[config.mk]
export PLATFORM = sky130hd
export DESIGN_NAME = aad_div
export DESIGN_NICKNAME = d
export VERILOG_FILES = /design/src/hdl/aad_pkg.sv /design/src/hdl/aad_div.sv
export SDC_FILE = /design/constraint.sdc
export NUM_CORES = 1
export LEC_CHECK = 0
export BUFFER_PORTS_ARGS = -buffer_cell sky130_fd_sc_hd__buf_2
export CAP_MARGIN = 20
export CORE_MARGIN = 5
export CORE_UTILIZATION = 50
export DETAILED_ROUTE_END_ITERATION = 16
export GPL_TIMING_DRIVEN = 0
export PLACE_DENSITY = 0.87
export SYNTH_ARGS = -nofsm -noshare
export SYNTH_HDL_FRONTEND = slang
export SYNTH_SLANG_ARGS = --single-unit
[constraint.sdc]
create_clock -name clock -period 2.3 [get_ports clock]
set_clock_uncertainty 0.1 [all_clocks]
set_input_delay 0.23 -clock clock [delete_from_list [all_inputs] [get_ports clock]]
set_output_delay 0.23 -clock clock [all_outputs]
set_load 0.01 [all_outputs]
[src/hdl/aad_pkg.sv]
package aad_pkg;

   localparam int MAX_SOURCE_SIZE = 4096;
   localparam int MAX_TILE_SIZE   = 256;

   localparam logic [1:0] CSR_SOURCE_WIDTH  = 2'd0;
   localparam logic [1:0] CSR_SOURCE_HEIGHT = 2'd1;
   localparam logic [1:0] CSR_TILE_WIDTH    = 2'd2;
   localparam logic [1:0] CSR_TILE_HEIGHT   = 2'd3;

   typedef struct packed {
      logic [7:0] pixel;
      logic       first_pixel;
   } word_type;

   typedef struct packed {
      logic        start;
      logic [31:0] dividend;
      logic [23:0] divisor;
   } div_req_type;

endpackage

[src/hdl/aad_div.sv]
module aad_div (
   input  logic                 clock,
   input  logic                 reset,
   input  aad_pkg::div_req_type div_req,
   output logic                 div_done,
   output logic [31:0]          quotient
);

   logic        busy_ff, busy_in;
   logic        done_ff, done_in;
   logic [4:0]  cnt_ff, cnt_in;
   logic [31:0] dvd_ff, dvd_in;
   logic [23:0] rem_ff, rem_in;
   logic [23:0] dsr_ff, dsr_in;
   logic [24:0] rem_sh;
   logic        fits;

   assign div_done = done_ff;
   assign quotient = dvd_ff;
   assign rem_sh   = {rem_ff, dvd_ff[31]};
   assign fits     = rem_sh >= {1'b0, dsr_ff};

   always_comb begin
      busy_in = busy_ff;
      done_in = 1'b0;
      cnt_in  = cnt_ff;
      dvd_in  = dvd_ff;
      rem_in  = rem_ff;
      dsr_in  = dsr_ff;
      if (div_req.start) begin
         busy_in = 1'b1;
         cnt_in  = '0;
         dvd_in  = div_req.dividend;
         rem_in  = '0;
         dsr_in  = div_req.divisor;
      end else if (busy_ff) begin
         rem_in = fits ? 24'(rem_sh - {1'b0, dsr_ff}) : rem_sh[23:0];
         dvd_in = {dvd_ff[30:0], fits};
         cnt_in = cnt_ff + 5'd1;
         if (cnt_ff == 5'd31) begin
            busy_in = 1'b0;
            done_in = 1'b1;
         end
      end
   end

   always_ff @(posedge clock) begin
      if (reset) begin
         busy_ff <= 1'b0;
         done_ff <= 1'b0;
         cnt_ff  <= '0;
      end else begin
         busy_ff <= busy_in;
         done_ff <= done_in;
         cnt_ff  <= cnt_in;
      end
      dvd_ff <= dvd_in;
      rem_ff <= rem_in;
      dsr_ff <= dsr_in;
   end

endmodule

# --- Yosys cells after proc, flatten, opt, wreduce, memory -nomap -nowiden ---
# Cells that the tools add are included.
totals:
  reg_bits: 87
  inputBits: 59
  output_inout_bits: 33
  word_cells: 21
op_classes:
  n_addsub: 2
  n_lt_le_gt_ge: 1
  eq_ne: 1
  muxes: 7
  bitwise_logic: 1
  n_reduce_logical: 3
op_table:
  columns: ["op", "n"]
  rows:
  - ["2-to-1 mux 32 bit", 2]
  - [">= comparator 25 x 24 -> 1 bit", 1]
  - ["2-to-1 mux 24 bit", 1]
  - ["subtractor 24 bit", 1]
  - ["adder 5 x 1 -> 5 bit, second input constant", 1]
  - ["equality test 5 bit, second input constant", 1]
  - ["2-to-1 mux 1 bit", 4]
  - ["OR reduction 3 bit", 1]
  - ["nonzero test 2 bit", 1]
  - ["OR reduction 2 bit", 1]
  - ["inverter 1 bit", 1]

# --- Logic depth before layout (Yosys ltp) ---
logic_depth:
  ltp_word: 4
  ltp_mapped: 12
  mapped_depth_nobuf: 11

# --- Worst setup path before layout ---
# Ideal clock, no wire load.
synth_path:
  path_kind: "flip-flop to flip-flop"
  start: "register dsr_ff[1]"
  end: "register rem_ff[22]"
  setup_ns: 0.117
  t_arrival_ns: 2.297
  required_ns: 2.083
  slack_ns: -0.214
  path_stages_with_launch: 12
  path_buffers: 1
  period_less_slack_ns: 2.514
  path_cell_list: "edfxtp_1 > inv_1 > ha_1 > nor2b_1 > o31a_4 > o31ai_1 > nand3_2 > a21oi_4 > buf_6 > mux2i_1 > nor2_1 > a22o_1"
synth_between:
  elab_chain_cells: 2
  elab_cells_between_ends: 3
  cone_classes: "add/sub: 1; order compare: 1; mux: 1"
synth_rtl:
  columns: ["item", "line_no", "rtl"]
  rows:
  - ["start, declared", "aad_div.sv:14", "logic [23:0] dsr_ff, dsr_in;"]
  - ["start signal, assigned", "aad_div.sv:59", "dsr_ff <= dsr_in;"]
  - ["subtractor 24 bit or >= comparator 25 x 24 -> 1 bit (tied branches)", "aad_div.sv:37, aad_div.sv:21", null]
  - ["2-to-1 mux 24 bit (*)", "aad_div.sv:37", "rem_in = fits ? 24'(rem_sh - {1'b0, dsr_ff}) : rem_sh[23:0];"]
  - ["end signal, assigned", "aad_div.sv:58", "rem_ff <= rem_in;"]
  - ["end, declared", "aad_div.sv:13", "logic [23:0] rem_ff, rem_in;"]
# Mark *: on every way between the ends. The rest lies on a longest branch, timed or not.
# A chain may end at the register's enable or synchronous reset.

# --- Final worst setup path ---
layout_path:
  start: "register dsr_ff[9]"
  end: "register rem_ff[22]"
# The elaborated chain is that of the path after synthesis.

==> results.rst <==
.. list-table::
   :header-rows: 1

   * - Metric
     - Value
   * - Run status
     - complete, but fails checks
   * - Violated checks
     - negative setup slack
   * - Post-synthesis async set-or-reset flop share
     - 0%
   * - Class of the tightest hold or removal check
     - primary input to flip-flop
   * - Category of the critical setup timing path
     - flip-flop to flip-flop
   * - Crit path max fanout
     - 6
   * - Wirelength per Cell
     - around 18 um
   * - Required time at the endpoint of the critical path
     - roughly 2.5 ns
   * - TritonCTS clock tree
     - built
   * - Total setup violations reported at the end of the flow
     - 25
   * - Final antenna diode count
     - 0
   * - Sinks on the clock net
     - 87
   * - Final period util
     - 115.6%
   * - Sequential standard cell area
     - about 2300 um^2
   * - Area of the die
     - 11790 um^2
   * - Die extent in x
     - about 110 um
   * - Cell at the root of the clock tree
     - clkbuf_8
   * - Reg-to-reg endpoint
     - rem_ff[22]
   * - Final Wtd Congestion
     - 0.9216
   * - Final WL
     - approximately 14 mm
   * - Number of maximum-capacitance violations
     - 0
   * - Remaining design rule violation count
     - 0
   * - Vias in the first global route
     - 4485
   * - Wire length of the first global-routing pass
     - about 21 mm
   * - Origin of the critical flop-to-flop path
     - dsr_ff[9]
   * - TritonCTS buffer count
     - 9
   * - Vias per cell
     - 5.738
   * - Mean Syn Cell Area
     - ~10 um^2
   * - Number of enable-type register cells in the synthesized netlist
     - 56
   * - Synthesis-to-finish area growth
     - 36.89%
   * - Crit end category
     - flip-flop
   * - Leftover overflow at the end of global routing
     - 0
   * - Routed via count
     - 4361
   * - Total number of yosys warnings
     - 0
   * - Top_reg_cell synth
     - edfxtp_1
   * - Clock Tree Buf Depth
     - 2
   * - Multi-input logic area
     - 2694 um^2
   * - Clock transition at the register clock pins on the worst setup and hold paths after CTS
     - 0.10 ns
   * - Type of element launching the critical path
     - flip-flop
   * - DP Wirelength
     - 8.338 mm
   * - Post-synth net total
     - about 550
   * - Unrepaired setup endpoints after global routing
     - true
   * - Layout Cell Area excl Fill
     - 6653 um^2
   * - Count of final max-slew check failures
     - 0
   * - Endpoint of the most critical setup path
     - rem_ff[22]
   * - Static leakage power
     - 2.801 nW
   * - Starting DRC count in detailed routing
     - 281
   * - Worst Path Arrival
     - 2.84 ns
   * - Antenna-violating nets left
     - 0
   * - Net count of the finished layout
     - 708
   * - Launch instance of the worst min-delay path
     - div_req[26]
   * - Layout cells sized above 1
     - around two fifths
   * - Pre-CTS setup slack
     - -0.4679 ns
   * - Setup slack after layout
     - -0.3593 ns
   * - Core Rows
     - 36
   * - Buffers added on ports
     - 91
   * - Final Hold Vio Count
     - 0
   * - Worst hold slack across all endpoints
     - roughly 0.042 ns
   * - Achievable Freq
     - 376.0 MHz
   * - Antenna violations before repair
     - 0
   * - Number of top-level pins
     - 92
   * - Share of the yosys chip area belonging to registers
     - a little under half
   * - Number of synthesized register bits
     - 87
   * - Count of different cell masters after synthesis
     - 54
   * - Power per cell area
     - 685.9 nW/um^2
   * - Number of search-and-repair iterations in the first detailed-routing pass
     - 5
   * - Total global-route track usage
     - 22.67%
   * - Min Clock Period, post-route
     - about 2.7 ns
   * - VDD IR-drop max
     - 473.9 uV
   * - Path depth of the worst reg2reg path
     - 13
   * - Number of standard cells after synthesis
     - 465
   * - Worst-case register-to-register setup slack
     - -0.36 ns
   * - Max-Slew Margin vs Limit
     - between 50% and 60%
   * - Number of filler instances in the final layout
     - 686
   * - CORE AREA
     - about 9600 um^2
   * - Initial Utilization
     - 50.42%
   * - Skew-Pair Late Insertion Delay
     - 0.39 ns
   * - Largest net degree at the start of global routing
     - 29
   * - Slew at the pin closest to its max-slew limit
     - 0.7443 ns
   * - Die outline height
     - approximately 110 um
   * - Post-place instance area
     - 5542 um^2
   * - First element of the critical path
     - dsr_ff[9]
   * - Syn Std Cell Area
     - 4860 um^2
   * - H-tree levels
     - 3
## per-stage QoR
stage	TNS [ns]	cells	total power, mW	util [%]
finish	-6.296	760	4.563	69.02
global route	-8.390	760	4.762	69.02
floorplan	-0.8442	465	2.707	-
CTS	-4.780	758	4.390	66.87
global placement	-27.65	689	2.974	57.20
detailed placement	-25.07	690	3.025	57.49
## critical path: stages (launching register included)
cell and delay (ns):
edfxtp_1 0.34, inv_1 0.04, ha_1 0.28, buf_6 0.12, nand4_1 0.19, nor4_4 0.39
o31ai_4 0.12, nand3_2 0.10, a21oi_4 0.10, buf_6 0.14, buf_4 0.12, nor2b_1 0.13
mux2i_1 0.13, a22o_1 0.23
## how the worst min path moves through the flow
stage               slack (ns)           end  cells past startpoint
finish                    0.04   quotient[2]                      2
global route              0.03   quotient[2]                      2
CTS                       0.03  quotient[27]                      2
detailed placement        0.30       busy_ff                      2
global placement          0.30       busy_ff                      2
floorplan                 0.20       busy_ff                      1
## cells by family after synthesis
family	share of synthesized area [%]
DFF	47.37
xor gates and xnor gates	2.703
buffers and inverters	5.124
adders and majority gates	7.106
and+or+nand+nor	11.97
AOI/OAI and AO/OA	15.65
muxes	10.07
## sequential cells by signal (all words and copies together) (netlist names)
| register | flops |
|---|---|
| div_done | 1 |
| busy_ff | 1 |
| quotient | 32 |
| rem_ff | 24 |
| dsr_ff | 24 |
| cnt_ff | 5 |
## power breakdown
group / internal, mW / total [mW] / switching [mW] / leakage [nW]
logic: 0.754 / 1.59 / 0.833 / 1.89
clock network: 0.419 / 1.07 / 0.647 / 0.0968
registers: 1.82 / 1.91 / 0.0898 / 0.812
## cell usage after synthesis (5+ instances only)
cell / count / area [um^2]
a211oi_1: 20 / 150.1
inv_1: 37 / 138.9
a21oi_1: 30 / 150.1
nand2b_1: 9 / 56.30
ha_1: 26 / 325.3
a21o_1: 6 / 45.04
nor2_1: 57 / 214.0
nor3_1: 8 / 40.04
xnor2_1: 11 / 96.34
mux2i_1: 14 / 140.1
mux2_2: 31 / 349.1
edfxtp_1: 56 / 1682
nand4_1: 7 / 43.79
nand3_1: 6 / 30.03
o21ai_0: 16 / 80.08
clkbuf_1: 13 / 48.80
dfxtp_1: 31 / 620.6
o21a_1: 5 / 37.54
nand2_1: 19 / 71.32
nor2b_1: 7 / 43.79
## cells in the final DEF, fill, tap and decap left out, types with 11 or more instances in the layout
| cell | count |
|---|---|
| edfxtp_1 | 56 |
| nand2_1 | 18 |
| dlygate4sd3_1 | 25 |
| a21oi_2 | 12 |
| a21oi_1 | 16 |
| buf_2 | 91 |
| dfxtp_1 | 31 |
| a211oi_2 | 12 |
| clkbuf_1 | 13 |
| xnor2_1 | 11 |
| inv_1 | 35 |
| nor2_1 | 51 |
| ha_1 | 17 |
| mux2i_1 | 11 |
| mux2_2 | 31 |
| buf_4 | 22 |
## layout make-up
cell class | count | share of cell area [%]
inverters | 37 | 2.144
clock inverters | 7 | 0.9968
repair buffers | 146 | 15.06
clock buffers | 9 | 1.862
multi-input cells | 320 | 40.49
plain buffers | 21 | 2.332
flip-flops and latches | 87 | 34.61
well taps | 133 | 2.501
## repair_timing
| action | in CTS | in global routing |
|---|---|---|
| resized for setup | 48 | 48 |
| hold endpoints to repair | 25 | 0 |
| hold buffers | 25 | 0 |
| pin swaps | 24 | 21 |
| buffers inserted | 25 | 3 |
| gates cloned | 2 | 0 |
| setup endpoints to repair | 42 | 25 |
## metal layers
layer	wire, um	part of all wire [%]	global-route usage, %	vias to the layer above
li1	-	-	-	1997
met1	5140	38	25.85	2064
met2	6623	48	37.47	233
met3	1282	9.4	7.284	67
met4	615	4.5	12.71	0
met5	0	0	0	-
Power figures use the tool's default switching activity.
