`src/hdl/aad_pkg.sv`:
```
package aad_pkg;

   localparam int MAX_SOURCE_SIZE = 4096;
   localparam int MAX_TILE_SIZE   = 256;

   localparam logic [1:0] CSR_SOURCE_WIDTH  = 2'd0;
   localparam logic [1:0] CSR_SOURCE_HEIGHT = 2'd1;
   localparam logic [1:0] CSR_TILE_WIDTH    = 2'd2;
   localparam logic [1:0] CSR_TILE_HEIGHT   = 2'd3;

   typedef struct packed {
      logic [7:0] pixel;
      logic       first_pixel;
   } word_type;

   typedef struct packed {
      logic        start;
      logic [31:0] dividend;
      logic [23:0] divisor;
   } div_req_type;

endpackage

```
`src/hdl/aad_queue.sv`:
```
module aad_queue (
   input  logic              clock,
   input  logic              reset,
   input  logic              req_valid,
   output logic              req_stall,
   input  aad_pkg::word_type req_word,
   output logic              q_valid,
   output aad_pkg::word_type q_word,
   input  logic              q_pop
);

   aad_pkg::word_type entry_ff [4];
   logic [1:0] wr_ptr_ff, wr_ptr_in;
   logic [1:0] rd_ptr_ff, rd_ptr_in;
   logic [2:0] count_ff, count_in;
   logic       push;

   assign req_stall = (count_ff == 3'd4);
   assign push      = req_valid && !req_stall;
   assign q_valid   = (count_ff != 3'd0);
   assign q_word    = entry_ff[rd_ptr_ff];

   always_comb begin
      wr_ptr_in = push ? wr_ptr_ff + 2'd1 : wr_ptr_ff;
      rd_ptr_in = q_pop ? rd_ptr_ff + 2'd1 : rd_ptr_ff;
      count_in  = count_ff + {2'd0, push} - {2'd0, q_pop};
   end

   always_ff @(posedge clock) begin
      if (reset) begin
         wr_ptr_ff <= '0;
         rd_ptr_ff <= '0;
         count_ff  <= '0;
      end else begin
         wr_ptr_ff <= wr_ptr_in;
         rd_ptr_ff <= rd_ptr_in;
         count_ff  <= count_in;
      end
   end

   always_ff @(posedge clock) begin
      if (push) begin
         entry_ff[wr_ptr_ff] <= req_word;
      end
   end

endmodule

```
`config.mk`:
```
export PLATFORM = sky130hd
export DESIGN_NAME = aad_queue
export DESIGN_NICKNAME = d
export VERILOG_FILES = /design/src/hdl/aad_pkg.sv /design/src/hdl/aad_queue.sv
export SDC_FILE = /design/constraint.sdc
export NUM_CORES = 1
export LEC_CHECK = 0
export ABC_CLOCK_PERIOD_IN_PS = 3050
export BUFFER_PORTS_ARGS = -buffer_cell sky130_fd_sc_hd__buf_2
export CAP_MARGIN = 20
export CORE_ASPECT_RATIO = 1.25
export CORE_UTILIZATION = 40
export CTS_CLUSTER_DIAMETER = 30
export DETAILED_ROUTE_END_ITERATION = 10
export SYNTH_ARGS = -nofsm -noshare
export SYNTH_HDL_FRONTEND = slang
export SYNTH_SLANG_ARGS = --single-unit
```
`constraint.sdc`:
```
create_clock -name clock -period 3.05 [get_ports clock]
set_input_delay 0.305 -clock clock [delete_from_list [all_inputs] [get_ports clock]]
set_output_delay 0.305 -clock clock [all_outputs]
set_load 0.005 [all_outputs]
```
== Word-level counts from Yosys, hierarchy flattened ==
Memories as Yosys holds them, arrays and structs flattened. A register that Yosys moved wholly into a read port is not among the register bits.
Index checks and enable logic that the tools add are counted.

* Flip-flop bits (word level): 7
* Bits in writable memories: 36
* Output and inout port bits: 11
* Logic and storage cells: 16
* Memories: 1

{| class="wikitable"
|+ Memory list
! memory !! depth !! width !! read ports !! clocked after Yosys merged registers in !! wr ports !! line !! text
|-
| entry_ff || 4 || 9 || 1 || 1 || 1 || aad_queue.sv:12 || <nowiki>aad_pkg::word_type entry_ff [4];</nowiki>
|}

* Add/sub/neg operators: 4
* Equal/unequal tests: 1
* Multiplexer cells: 4
* Reduce and logical (&&, ||, !) cells: 3

{| class="wikitable"
|+ Operator list
! cell !! count
|-
| $add 2x1->2 const B || 2
|-
| $mux 2 || 2
|-
| $add 3x1->3 || 1
|-
| $eq 3x3->1 const B || 1
|-
| $reduce_bool 3->1 || 1
|-
| $sub 3x1->3 || 1
|-
| $mux 1 || 2
|-
| $logic_and 1x1->1 || 1
|-
| $logic_not 1->1 || 1
|}

== Longest topological paths before layout ==
Gate-level depths: netlist of the first run.

* Depth in word-level cells: 5
* Depth in mapped cells: 11
* Depth with buffers taken out: 11

== Worst setup path before layout of the first run ==
OpenSTA, ideal clock, no wires.

* Path type: reg2reg
* Start point: register count_ff[1]
* End point: register count_ff[2]
* Setup time: 0.078 ns
* Arrival time: 2.014 ns
* Data required time: 2.972 ns
* Setup slack: 0.958 ns
* Stages on the path, launching flop included: 12
* Buffers on the path: 0
* Clock period less this slack: 2.092 ns
* Path through: dfxtp_1 nor3b_4 nor2_1 inv_1 ha_1 inv_1 ha_1 inv_1 fa_1 xor2_1 and2_1 nor3_1

* Word-level cells in the longest chain between the ends: 5

{| class="wikitable"
|+ RTL lines
! element !! line !! text
|-
| from (decl) || aad_queue.sv:15 || <nowiki>logic [2:0] count_ff, count_in;</nowiki>
|-
| from (signal assigned) || aad_queue.sv:37 || <nowiki>count_ff <= count_in;</nowiki>
|-
| $eq 3x3->1 || aad_queue.sv:18 || <nowiki>assign req_stall = (count_ff == 3'd4);</nowiki>
|-
| net req_stall || aad_queue.sv:5 || <nowiki>output logic req_stall,</nowiki>
|-
| $logic_not 1->1 || aad_queue.sv:19 || <nowiki>assign push = req_valid && !req_stall;</nowiki>
|-
| $logic_and 1x1->1 || aad_queue.sv:19 ||
|-
| $add 3x1->3 || aad_queue.sv:26 || <nowiki>count_in = count_ff + {2'd0, push} - {2'd0, q_pop};</nowiki>
|-
| $sub 3x1->3 || aad_queue.sv:26 ||
|}

The timed path passes the listed nets, and every way through them passes these cells.
A chain may end at the register's enable or synchronous reset.

== Worst setup path in the final report of the first run ==
* Start point: register count_ff[1]
* End point: register count_ff[2]

* Word-level cells in the longest chain between the ends: 5

{| class="wikitable"
|+ RTL lines
! element !! line
|-
| $eq 3x3->1 || aad_queue.sv:18
|-
| $logic_not 1->1 || aad_queue.sv:19
|-
| $logic_and 1x1->1 || aad_queue.sv:19
|-
| $add 3x1->3 * || aad_queue.sv:26
|-
| $sub 3x1->3 * || aad_queue.sv:26
|}

Every way passes the cells marked *; elsewhere a longest branch is shown, timed or not.

==> results of run 1 <==
[power by group through the flow]
stage               sequential (uW)  combinational (uW)  clock, uW
CTS                             787                 242        520
global placement                795                 231          0
global route                    795                 273        539
detailed placement              801                 241          0
floorplan                       779                 169          0
finish                          785                 235        506
[cells in the mapped netlist]
| library cell | instances |
|---|---|
| o21ai_0 | 1 |
| a21oi_1 | 1 |
| xor2_1 | 2 |
| xnor2_1 | 1 |
| dfxtp_1 | 9 |
| or3_2 | 1 |
| nand2b_1 | 2 |
| clkbuf_2 | 1 |
| inv_1 | 6 |
| buf_2 | 1 |
| ha_1 | 6 |
| mux4_2 | 9 |
| nor2_1 | 6 |
| nand2_1 | 1 |
| fa_1 | 1 |
| nor2b_1 | 1 |
| nor3_1 | 1 |
| mux2i_1 | 1 |
| and2_1 | 5 |
| or3_1 | 1 |
| nor3b_4 | 1 |
| buf_6 | 1 |
| edfxtp_1 | 36 |
[worst max-delay path, cell delays in order, from the launching register on]
cell     delay [ns]
dfxtp_1        0.46
nor3b_4        0.09
nor2_1         0.27
inv_1          0.08
ha_1           0.27
inv_1          0.05
ha_1           0.13
inv_1          0.04
fa_1           0.39
xor2_1         0.17
and2_1         0.16
nor3_1         0.12
[per-stage QoR]
step	hold slack (ns)	area [um^2]	instances	power, uW
after floorplan	0.4039	1763	95	948.5
after global placement	0.4968	1927	171	1027
after detailed placement	0.5192	1927	171	1042
after CTS	0.2109	2061	179	1549
after global routing	0.2133	2061	179	1608
final	0.2228	2061	179	1526
[path summary, 6_finish.rpt]
check,endpoint,slack [ns],cells after the start
worst min register to register,wr_ptr_ff[1],0.52,2
worst max register to register,count_ff[2],0.74,11
worst max-delay path,count_ff[2],0.74,11
worst min-delay path,entry_ff[3][4],0.22,1
[cell type report]
type / instances / share of cell area
timing repair buffer: 23 / 0.05586
inverter: 6 / 0.01093
tap: 56 / 0.03400
clock buffer: 5 / 0.03339
clock inverter: 3 / 0.03157
sequential: 45 / 0.6120
multi-input combinational: 41 / 0.2222
[layer usage]
metal,track usage,part of all wire
met5,0,0
met4,0.06667,0.027
met3,0.04924,0.046
met2,0.2283,0.56
met1,0.1318,0.37
[sequential cells by signal (all words and copies together), names as in the netlist, named ones only]
name,cells
rd_ptr_ff,2
wr_ptr_ff,2
entry_ff,36
count_ff,3
[kinds of logic after synthesis]
family,share of synthesized area
xor gates and xnor gates,0.01491
and+or+nand+nor,0.06459
adders and majority gates,0.05394
buffers and inverters,0.02483
muxes,0.1207
DFF,0.7154
AOI/OAI and AO/OA,0.005672
==> flow_summary.json, run 1 <==
{
  "status": "complete, no violations",
  "synthDistinctLibCells": 23,
  "grt_first_pass_wirelength_um": 4195,
  "core_mm2": 0.004164,
  "slew_violations": 0,
  "maxCapViolations": 0,
  "via_count": 854,
  "postCtsSetupBuffers": 0,
  "synth_area_mm2": 0.001763,
  "clock-sinks": 45,
  "fillers": 397,
  "grt_max_degree": 15,
  "p_switching_uw": 338.4,
  "grt_setup_unrepaired": "false",
  "setup_violations": 0,
  "gp_congestion": 0.6608,
  "yosysSeqAreaShare": 0.7154,
  "final_common_cell": "edfxtp_1",
  "synth_area_leaders": "edfxtp_1 (61%), mux4_2 (11%), dfxtp_1 (10%)",
  "multi_input_area_um2": 457.9,
  "setup.worst_path.start_class": "flop",
  "regArea_mm2": 0.001261,
  "die-height_um": 76.23,
  "drt_wl_total_um": 2562,
  "syn_to_final_growth_pct": 16.89,
  "grt_antenna_before_repair": 0,
  "ys_warn_count": 0,
  "combinationalPowerShare": 0.154,
  "cp.arrival_ns": 2.52,
  "cellPowerDensity_mw_per_mm2": 740.5,
  "hold_buffers": 0,
  "fin_nets": 142,
  "num_antenna_cells": 0,
  "period_minus_slack_ns": 2.308,
  "ir_drop_v": 0.0004136,
  "cp-end-kind": "flop",
  "internal-power_uw": 1188,
  "final_cell_mix": "edfxtp_1 (36), buf_2 (23), mux4_2 (9), dfxtp_1 (9)",
  "cts.repair.resized": 0,
  "period_share": 0.7567,
  "p_leak_uw": 0.0007504,
  "fin_setup_tns_ns": 0,
  "p_sw_frac": 0.2217,
  "max_freq_ghz": 0.4333,
  "cp_max_fo": 6,
  "cts_root_buf": "clkbuf_8",
  "io_buffers": 23,
  "yosys_register_bits": 45,
  "p_seq_frac": 0.515,
  "cts_tree": "yes",
  "rows": 26,
  "dp_slack_ns": 0.7349,
  "utilization": 0.4949,
  "die_area_mm2": 0.004679,
  "track_usage": 0.1320,
  "pin_count": 24,
  "drt_iter0_drc": 11,
  "drive_gt1_frac": 0.3415,
  "postRouteAntennaNets": 0,
  "grt_pass1_vias": 911,
  "netlist.top_cell.by_area": "edfxtp_1",
  "clk_latency_ns": 0.29,
  "routed_via_density": 4.771,
  "firstDrtPassIters": 4,
  "slew_headroom": 0.5754,
  "numCtsBuffers": 5,
  "hp-class": "in2reg",
  "wl_per_cell_um": 14.31,
  "worst_pin_slew_ns": 0.6361,
  "synthesis.nets": 115,
  "drcViolationCount": 0,
  "grt_overflow": 0,
  "reg2reg_from": "count_ff[1]",
  "clkPwrFrac": 0.331,
  "die_x_um": 61.38,
  "worstSetupStartpoint": "count_ff[1]",
  "htreeDepth": 2,
  "place_hpwl_um": 1819,
  "clock_tree.buffer_depth": 2,
  "start_util": 0.4234,
  "avgSynthCellArea_um2": 18.56,
  "synthCells": 95,
  "worst_slack_ns": 0.7422,
  "hold_path_startpoint": "req_word[4]",
  "yosysTopAreaCellShare": 0.6132,
  "hold_violations": 0,
  "required_ns": 3.26,
  "worst-setup-path-type": "reg2reg",
  "clkTransAtPathRegs_ns": 0.08,
  "clock_skew_ns": 0.003773
}
No activity file was read; power rests on OpenSTA's default activity.
==> run 2, diff against run 1 <==
Settings changed: ABC_AREA set to 1, ABC_CLOCK_PERIOD_IN_PS 3050 to 1950.
Clock period 3.05 ns to 1.95 ns, I/O delays scaled along.
==> flow_summary.json, run 2 <==
{
  "status": "complete, no violations",
  "slew_violations": 0,
  "critPathSlowestCell": "fa_2",
  "firstDrtPassIters": 4,
  "cts_root_buf": "clkbuf_8",
  "p_leak_uw": 0.0008350,
  "synth_area_leaders": "edfxtp_1 (57%), dfxtp_1 (9.5%), o22ai_2 (6.0%)",
  "use_met3": 0.04023,
  "max_freq_ghz": 0.5583,
  "hold_violations": 0,
  "cp_max_fo": 6,
  "clk_latency_ns": 0.29,
  "clkTransAtPathRegs_ns": 0.07,
  "rows": 27,
  "place_hpwl_um": 2168,
  "cp.arrival_ns": 1.98,
  "dp_slack_ns": 0.02601,
  "yosysMostFrequentCell": "edfxtp_1",
  "synthCells": 145,
  "grt_antenna_before_repair": 0,
  "grt_first_pass_wirelength_um": 5313,
  "cp-end-kind": "flop",
  "setup.worst_path.start_class": "flop",
  "grt_max_degree": 20,
  "start_util": 0.4242,
  "synth_area_mm2": 0.001892,
  "synthFlopType": "edfxtp_1",
  "clock-sinks": 45,
  "setup_violations": 0,
  "busiest_layer": "met2",
  "period_minus_slack_ns": 1.791,
  "die-height_um": 78.89,
  "num_antenna_cells": 0,
  "hp-class": "in2reg",
  "worst-setup-path-type": "reg2reg",
  "power.total_uw": 2262,
  "track_usage": 0.1457,
  "numCtsBuffers": 5,
  "cp_cell_sequence": "nor2_1 -> nand2_2 -> nand2_1 -> ha_1 -> inv_1 -> ha_1 -> inv_1 -> fa_2 -> nor2_1",
  "cellPowerDensity_mw_per_mm2": 1042,
  "synth_common_cells": "edfxtp_1 (36), nor2_1 (21), o21ai_0 (18)",
  "regMostFlops": "entry_ff",
  "die_area_mm2": 0.005010,
  "grt_pass1_vias": 1155,
  "wl_per_cell_um": 13.61,
  "period_share": 0.9185,
  "synth_edf_count": 36,
  "clock_tree.buffer_depth": 2,
  "grt_overflow": 0,
  "via_count": 1132,
  "drt_iter0_drc": 42,
  "ys_warn_count": 0,
  "cts_tree": "yes",
  "synthesis.nets": 165,
  "drcViolationCount": 0,
  "final_cell_mix": "edfxtp_1 (36), buf_2 (23), nor2_1 (20)",
  "cts.repair.resized": 0,
  "regArea_mm2": 0.001262,
  "postCtsSetupBuffers": 0,
  "yosys_register_bits": 45,
  "ys_async_sr_fraction": 0,
  "biggestRegsByFlops": "entry_ff x36, count_ff x3",
  "grt_setup_unrepaired": "false",
  "fillers": 425,
  "final_area_mm2": 0.002171,
  "required_ns": 2.14,
  "netlist.top_cell.by_area": "edfxtp_1",
  "synthDistinctLibCells": 18,
  "worst_slack_ns": 0.1590,
  "pin_count": 24,
  "fin_hold_ws_ns": 0.07388,
  "postRouteAntennaNets": 0,
  "htreeDepth": 2,
  "routed_via_density": 4.797,
  "syn_to_final_growth_pct": 14.75,
  "avgSynthCellArea_um2": 13.05,
  "core_mm2": 0.004459,
  "multi_input_area_um2": 535.5,
  "yosysSeqAreaShare": 0.6667,
  "largest_reg_flops": 36,
  "post_dp_cell_area_mm2": 0.002082,
  "io_buffers": 23,
  "drive_gt1_frac": 0.3427,
  "die_x_um": 63.51,
  "fin_nets": 198,
  "drt_wl_total_um": 3211,
  "met1_usage": 0.1537,
  "ir_drop_v": 0.0005036,
  "final_common_cell": "edfxtp_1",
  "clock_skew_ns": 0.004929,
  "yosysTopAreaCellShare": 0.5714,
  "hold_buffers": 0,
  "max_stage_delay_ns": 0.51,
  "worst_pin_slew_ns": 0.4311,
  "maxCapViolations": 0,
  "gp_congestion": 0.7358,
  "slew_headroom": 0.7122,
  "fin_setup_tns_ns": 0,
  "use_met2": 0.2617
}
## run 2: cell types whose count changed after synthesis, sizes merged, moves of 3 or more
cell,previous run,this run
nor2,6,30
nand2,1,7
a21oi,1,4
inv,6,15
nand3,0,3
o21ai,1,20
o22ai,0,9
and2,5,0
mux4,9,0
## run 2: layer usage
metal  vias to the layer above  wire length (um)
met5                         -                 0
met4                         0                70
met3                         7               136
met2                        20              1739
met1                       536              1263
li1                        569                 -
## run 2: worst paths after layout
path / start / to / slack [ns] / cells after the start
setup / recovery: count_ff[1] / count_ff[1] / 0.16 / 9
hold / removal: reset / count_ff[1] / 0.07 / 2
setup reg to reg: count_ff[1] / count_ff[1] / 0.16 / 9
hold reg to reg: rd_ptr_ff[1] / rd_ptr_ff[1] / 0.45 / 1
## run 2: per-stage QoR
stage,std cells,utilization
6_report,236,0.4868
5_1_grt,236,0.4868
4_1_cts,236,0.4840
3_5_place_dp,229,0.4669
3_3_place_gp,229,0.4669
2_1_floorplan,145,-
## run 2: cell type report
type	count	share of cell area
repair buffers	29	0.07378
inverters	15	0.02939
well taps	58	0.03343
clock buffers	6	0.03343
multi-input cells	82	0.2467
flip-flops and latches	45	0.5816
clock inverters	1	0.001729
## run 2: where the power goes
part	internal, uW	switching [uW]	total (uW)
logic	217	291	508
clock network	241	275	517
registers	1180	60.6	1240
total	1640	627	2260
## run 2: critical path: cells and delay by family, from the launching register on
| kind | cells | cell delay, ns |
|---|---|---|
| buffers and inverters | 2 | 0.12 |
| adders and majority gates | 3 | 0.88 |
| DFF | 1 | 0.34 |
| and+or+nand+nor | 4 | 0.35 |
## run 2: cell families (layout without fill, tap and decap cells)
| logic type | after synthesis | count (layout) | share of synthesized area |
|---|---|---|---|
| buf+inv | 18 | 51 | 0.05622 |
| fa+ha+maj | 7 | 7 | 0.05026 |
| simple gates | 42 | 42 | 0.09987 |
| flops | 45 | 45 | 0.6667 |
| compound gates | 33 | 33 | 0.1270 |
==> run 3, diff against run 2 <==
Settings changed: ABC_AREA 1 to not set.
==> flow_summary.json, run 3 (synthesized netlist as in run 1, its figures left out) <==
{
  "drive_gt1_frac": 0.3953,
  "r2r_setup_slack_ns": 0.007,
  "grt_pass1_vias": 893,
  "drt_iter0_drc": 24,
  "path_depth": 11,
  "required_ns": 2.17,
  "critPathSlowestCell": "dfxtp_2",
  "final_cell_count_no_fill": 185,
  "route.met2.wl_um": 1458,
  "die_area_mm2": 0.004679,
  "fillers": 396,
  "hold_buffers": 0,
  "grt_antenna_before_repair": 0,
  "clock_tree.buffer_depth": 2,
  "via_count": 875,
  "setup_violations": 0,
  "clkTransAtPathRegs_ns": 0.08,
  "cellPowerDensity_mw_per_mm2": 1073,
  "drt_wl_total_um": 2646,
  "grt_first_pass_wirelength_um": 4008,
  "period_minus_slack_ns": 1.943,
  "period_share": 0.9963,
  "grt_setup_unrepaired": "true",
  "track_usage": 0.1296,
  "hp-class": "in2reg",
  "drcViolationCount": 0,
  "utilization": 0.4979,
  "biggestRegsByFlops": "entry_ff x36, count_ff x3",
  "maxCapViolations": 0,
  "max_stage_delay_ns": 0.34,
  "dp_slack_ns": -0.06791,
  "io_buffers": 23,
  "wl_met1_um": 980,
  "routed_via_density": 4.730,
  "die_x_um": 61.38,
  "clk_latency_ns": 0.29,
  "gp_congestion": 0.7265,
  "crit_end": "count_ff[2]",
  "cpMostUsedCell": "inv_1",
  "largest_reg_flops": 36,
  "cp_top_family": "adder cells",
  "cp_cell_sequence": "nor3b_4 -> nor2_2 -> inv_1 -> ha_1 -> inv_1 -> ha_1 -> inv_1 -> fa_2 -> xor2_1 -> and2_1 -> nor3_1",
  "top_layer": "met4",
  "worst_slack_ns": 0.007187,
  "core_mm2": 0.004164,
  "cp-end-kind": "flop",
  "post_dp_cell_area_mm2": 0.001963,
  "reg2reg_from": "count_ff[1]",
  "timing.critical_path.buf_inv": 3,
  "cts_root_buf": "clkbuf_8",
  "worstRegToRegCells": 11,
  "clock-sinks": 45,
  "htreeDepth": 2,
  "dp.cells": 175,
  "worst-setup-path-type": "reg2reg",
  "rows": 26,
  "start_util": 0.4234,
  "met3_length_um": 146,
  "fin_nets": 148,
  "final_common_cell": "edfxtp_1",
  "grt_overflow": 0,
  "postRouteAntennaNets": 0,
  "fin_hold_ws_ns": 0.1118,
  "numCtsBuffers": 5,
  "syn_to_final_growth_pct": 17.60,
  "status": "complete, no violations",
  "cp_max_fo": 2,
  "cp.arrival_ns": 2.16,
  "slew_headroom": 0.6640,
  "die-height_um": 76.23,
  "p_leak_uw": 0.0007572,
  "final_cell_mix": "edfxtp_1 (36), buf_2 (23), mux4_2 (9)",
  "grt_max_degree": 15,
  "max_freq_ghz": 0.5147,
  "cts_tree": "yes",
  "final_area_mm2": 0.002073,
  "hold_violations": 0,
  "worst_pin_slew_ns": 0.5040,
  "firstDrtPassIters": 4,
  "clock_skew_ns": 0.006737,
  "regMostFlops": "entry_ff",
  "worstSetupStartpoint": "count_ff[1]",
  "pin_count": 24,
  "setup.worst_path.start_class": "flop",
  "rr_endpoint": "count_ff[2]",
  "num_antenna_cells": 0,
  "hold_path_depth": 1,
  "slew_violations": 0,
  "ir_drop_v": 0.0006251,
  "wl_per_cell_um": 14.30
}
==> run 3: worst min path at each step <==
stage / startpoint / to / slack [ns]
floorplan: req_word[0] / entry_ff[0][0] / 0.29
global placement: req_word[3] / entry_ff[2][3] / 0.40
detailed placement: req_word[2] / entry_ff[3][2] / 0.41
CTS: req_word[0] / entry_ff[3][0] / 0.10
global route: req_word[0] / entry_ff[3][0] / 0.10
finish: req_word[0] / entry_ff[3][0] / 0.11
==> run 3: power by group <==
part | switching [uW] | internal [uW] | total (uW)
registers | 53.8 | 1160 | 1210
clock network | 281 | 287 | 569
logic | 204 | 242 | 446
==> run 3: final cells by class <==
cell class | instances | area (um^2) | share of cell area
Clock inverter | 1 | 7.507 | 0.003621
Clock buffer | 7 | 86.33 | 0.04164
Multi-Input combinational cell | 41 | 462.9 | 0.2233
Tap cell | 56 | 70.07 | 0.03380
Inverter | 6 | 22.52 | 0.01086
Timing Repair Buffer | 29 | 160.2 | 0.07725
Sequential cell | 45 | 1264 | 0.6095
==> run 3: per-layer routing <==
layer | up-vias | track usage
met5 | - | 0
met4 | 0 | 0.08667
met3 | 5 | 0.03735
met2 | 27 | 0.2239
met1 | 429 | 0.1261
li1 | 414 | -
==> run 3: timing repair <==
action,4_1_cts,5_1_grt
pin swaps,1,2
endpoints found under the setup margin,1,1
buffers inserted,1,1
gates resized for setup,1,0
gates cloned,0,0
==> run 3: metrics by stage <==
stage                      TNS [ns]  total power (uW)
after floorplan           -0.009967              1491
after global placement            0              1650
after detailed placement   -0.06791              1674
after CTS                  -0.04754              2250
after global routing        -0.1402              2333
final                             0              2225
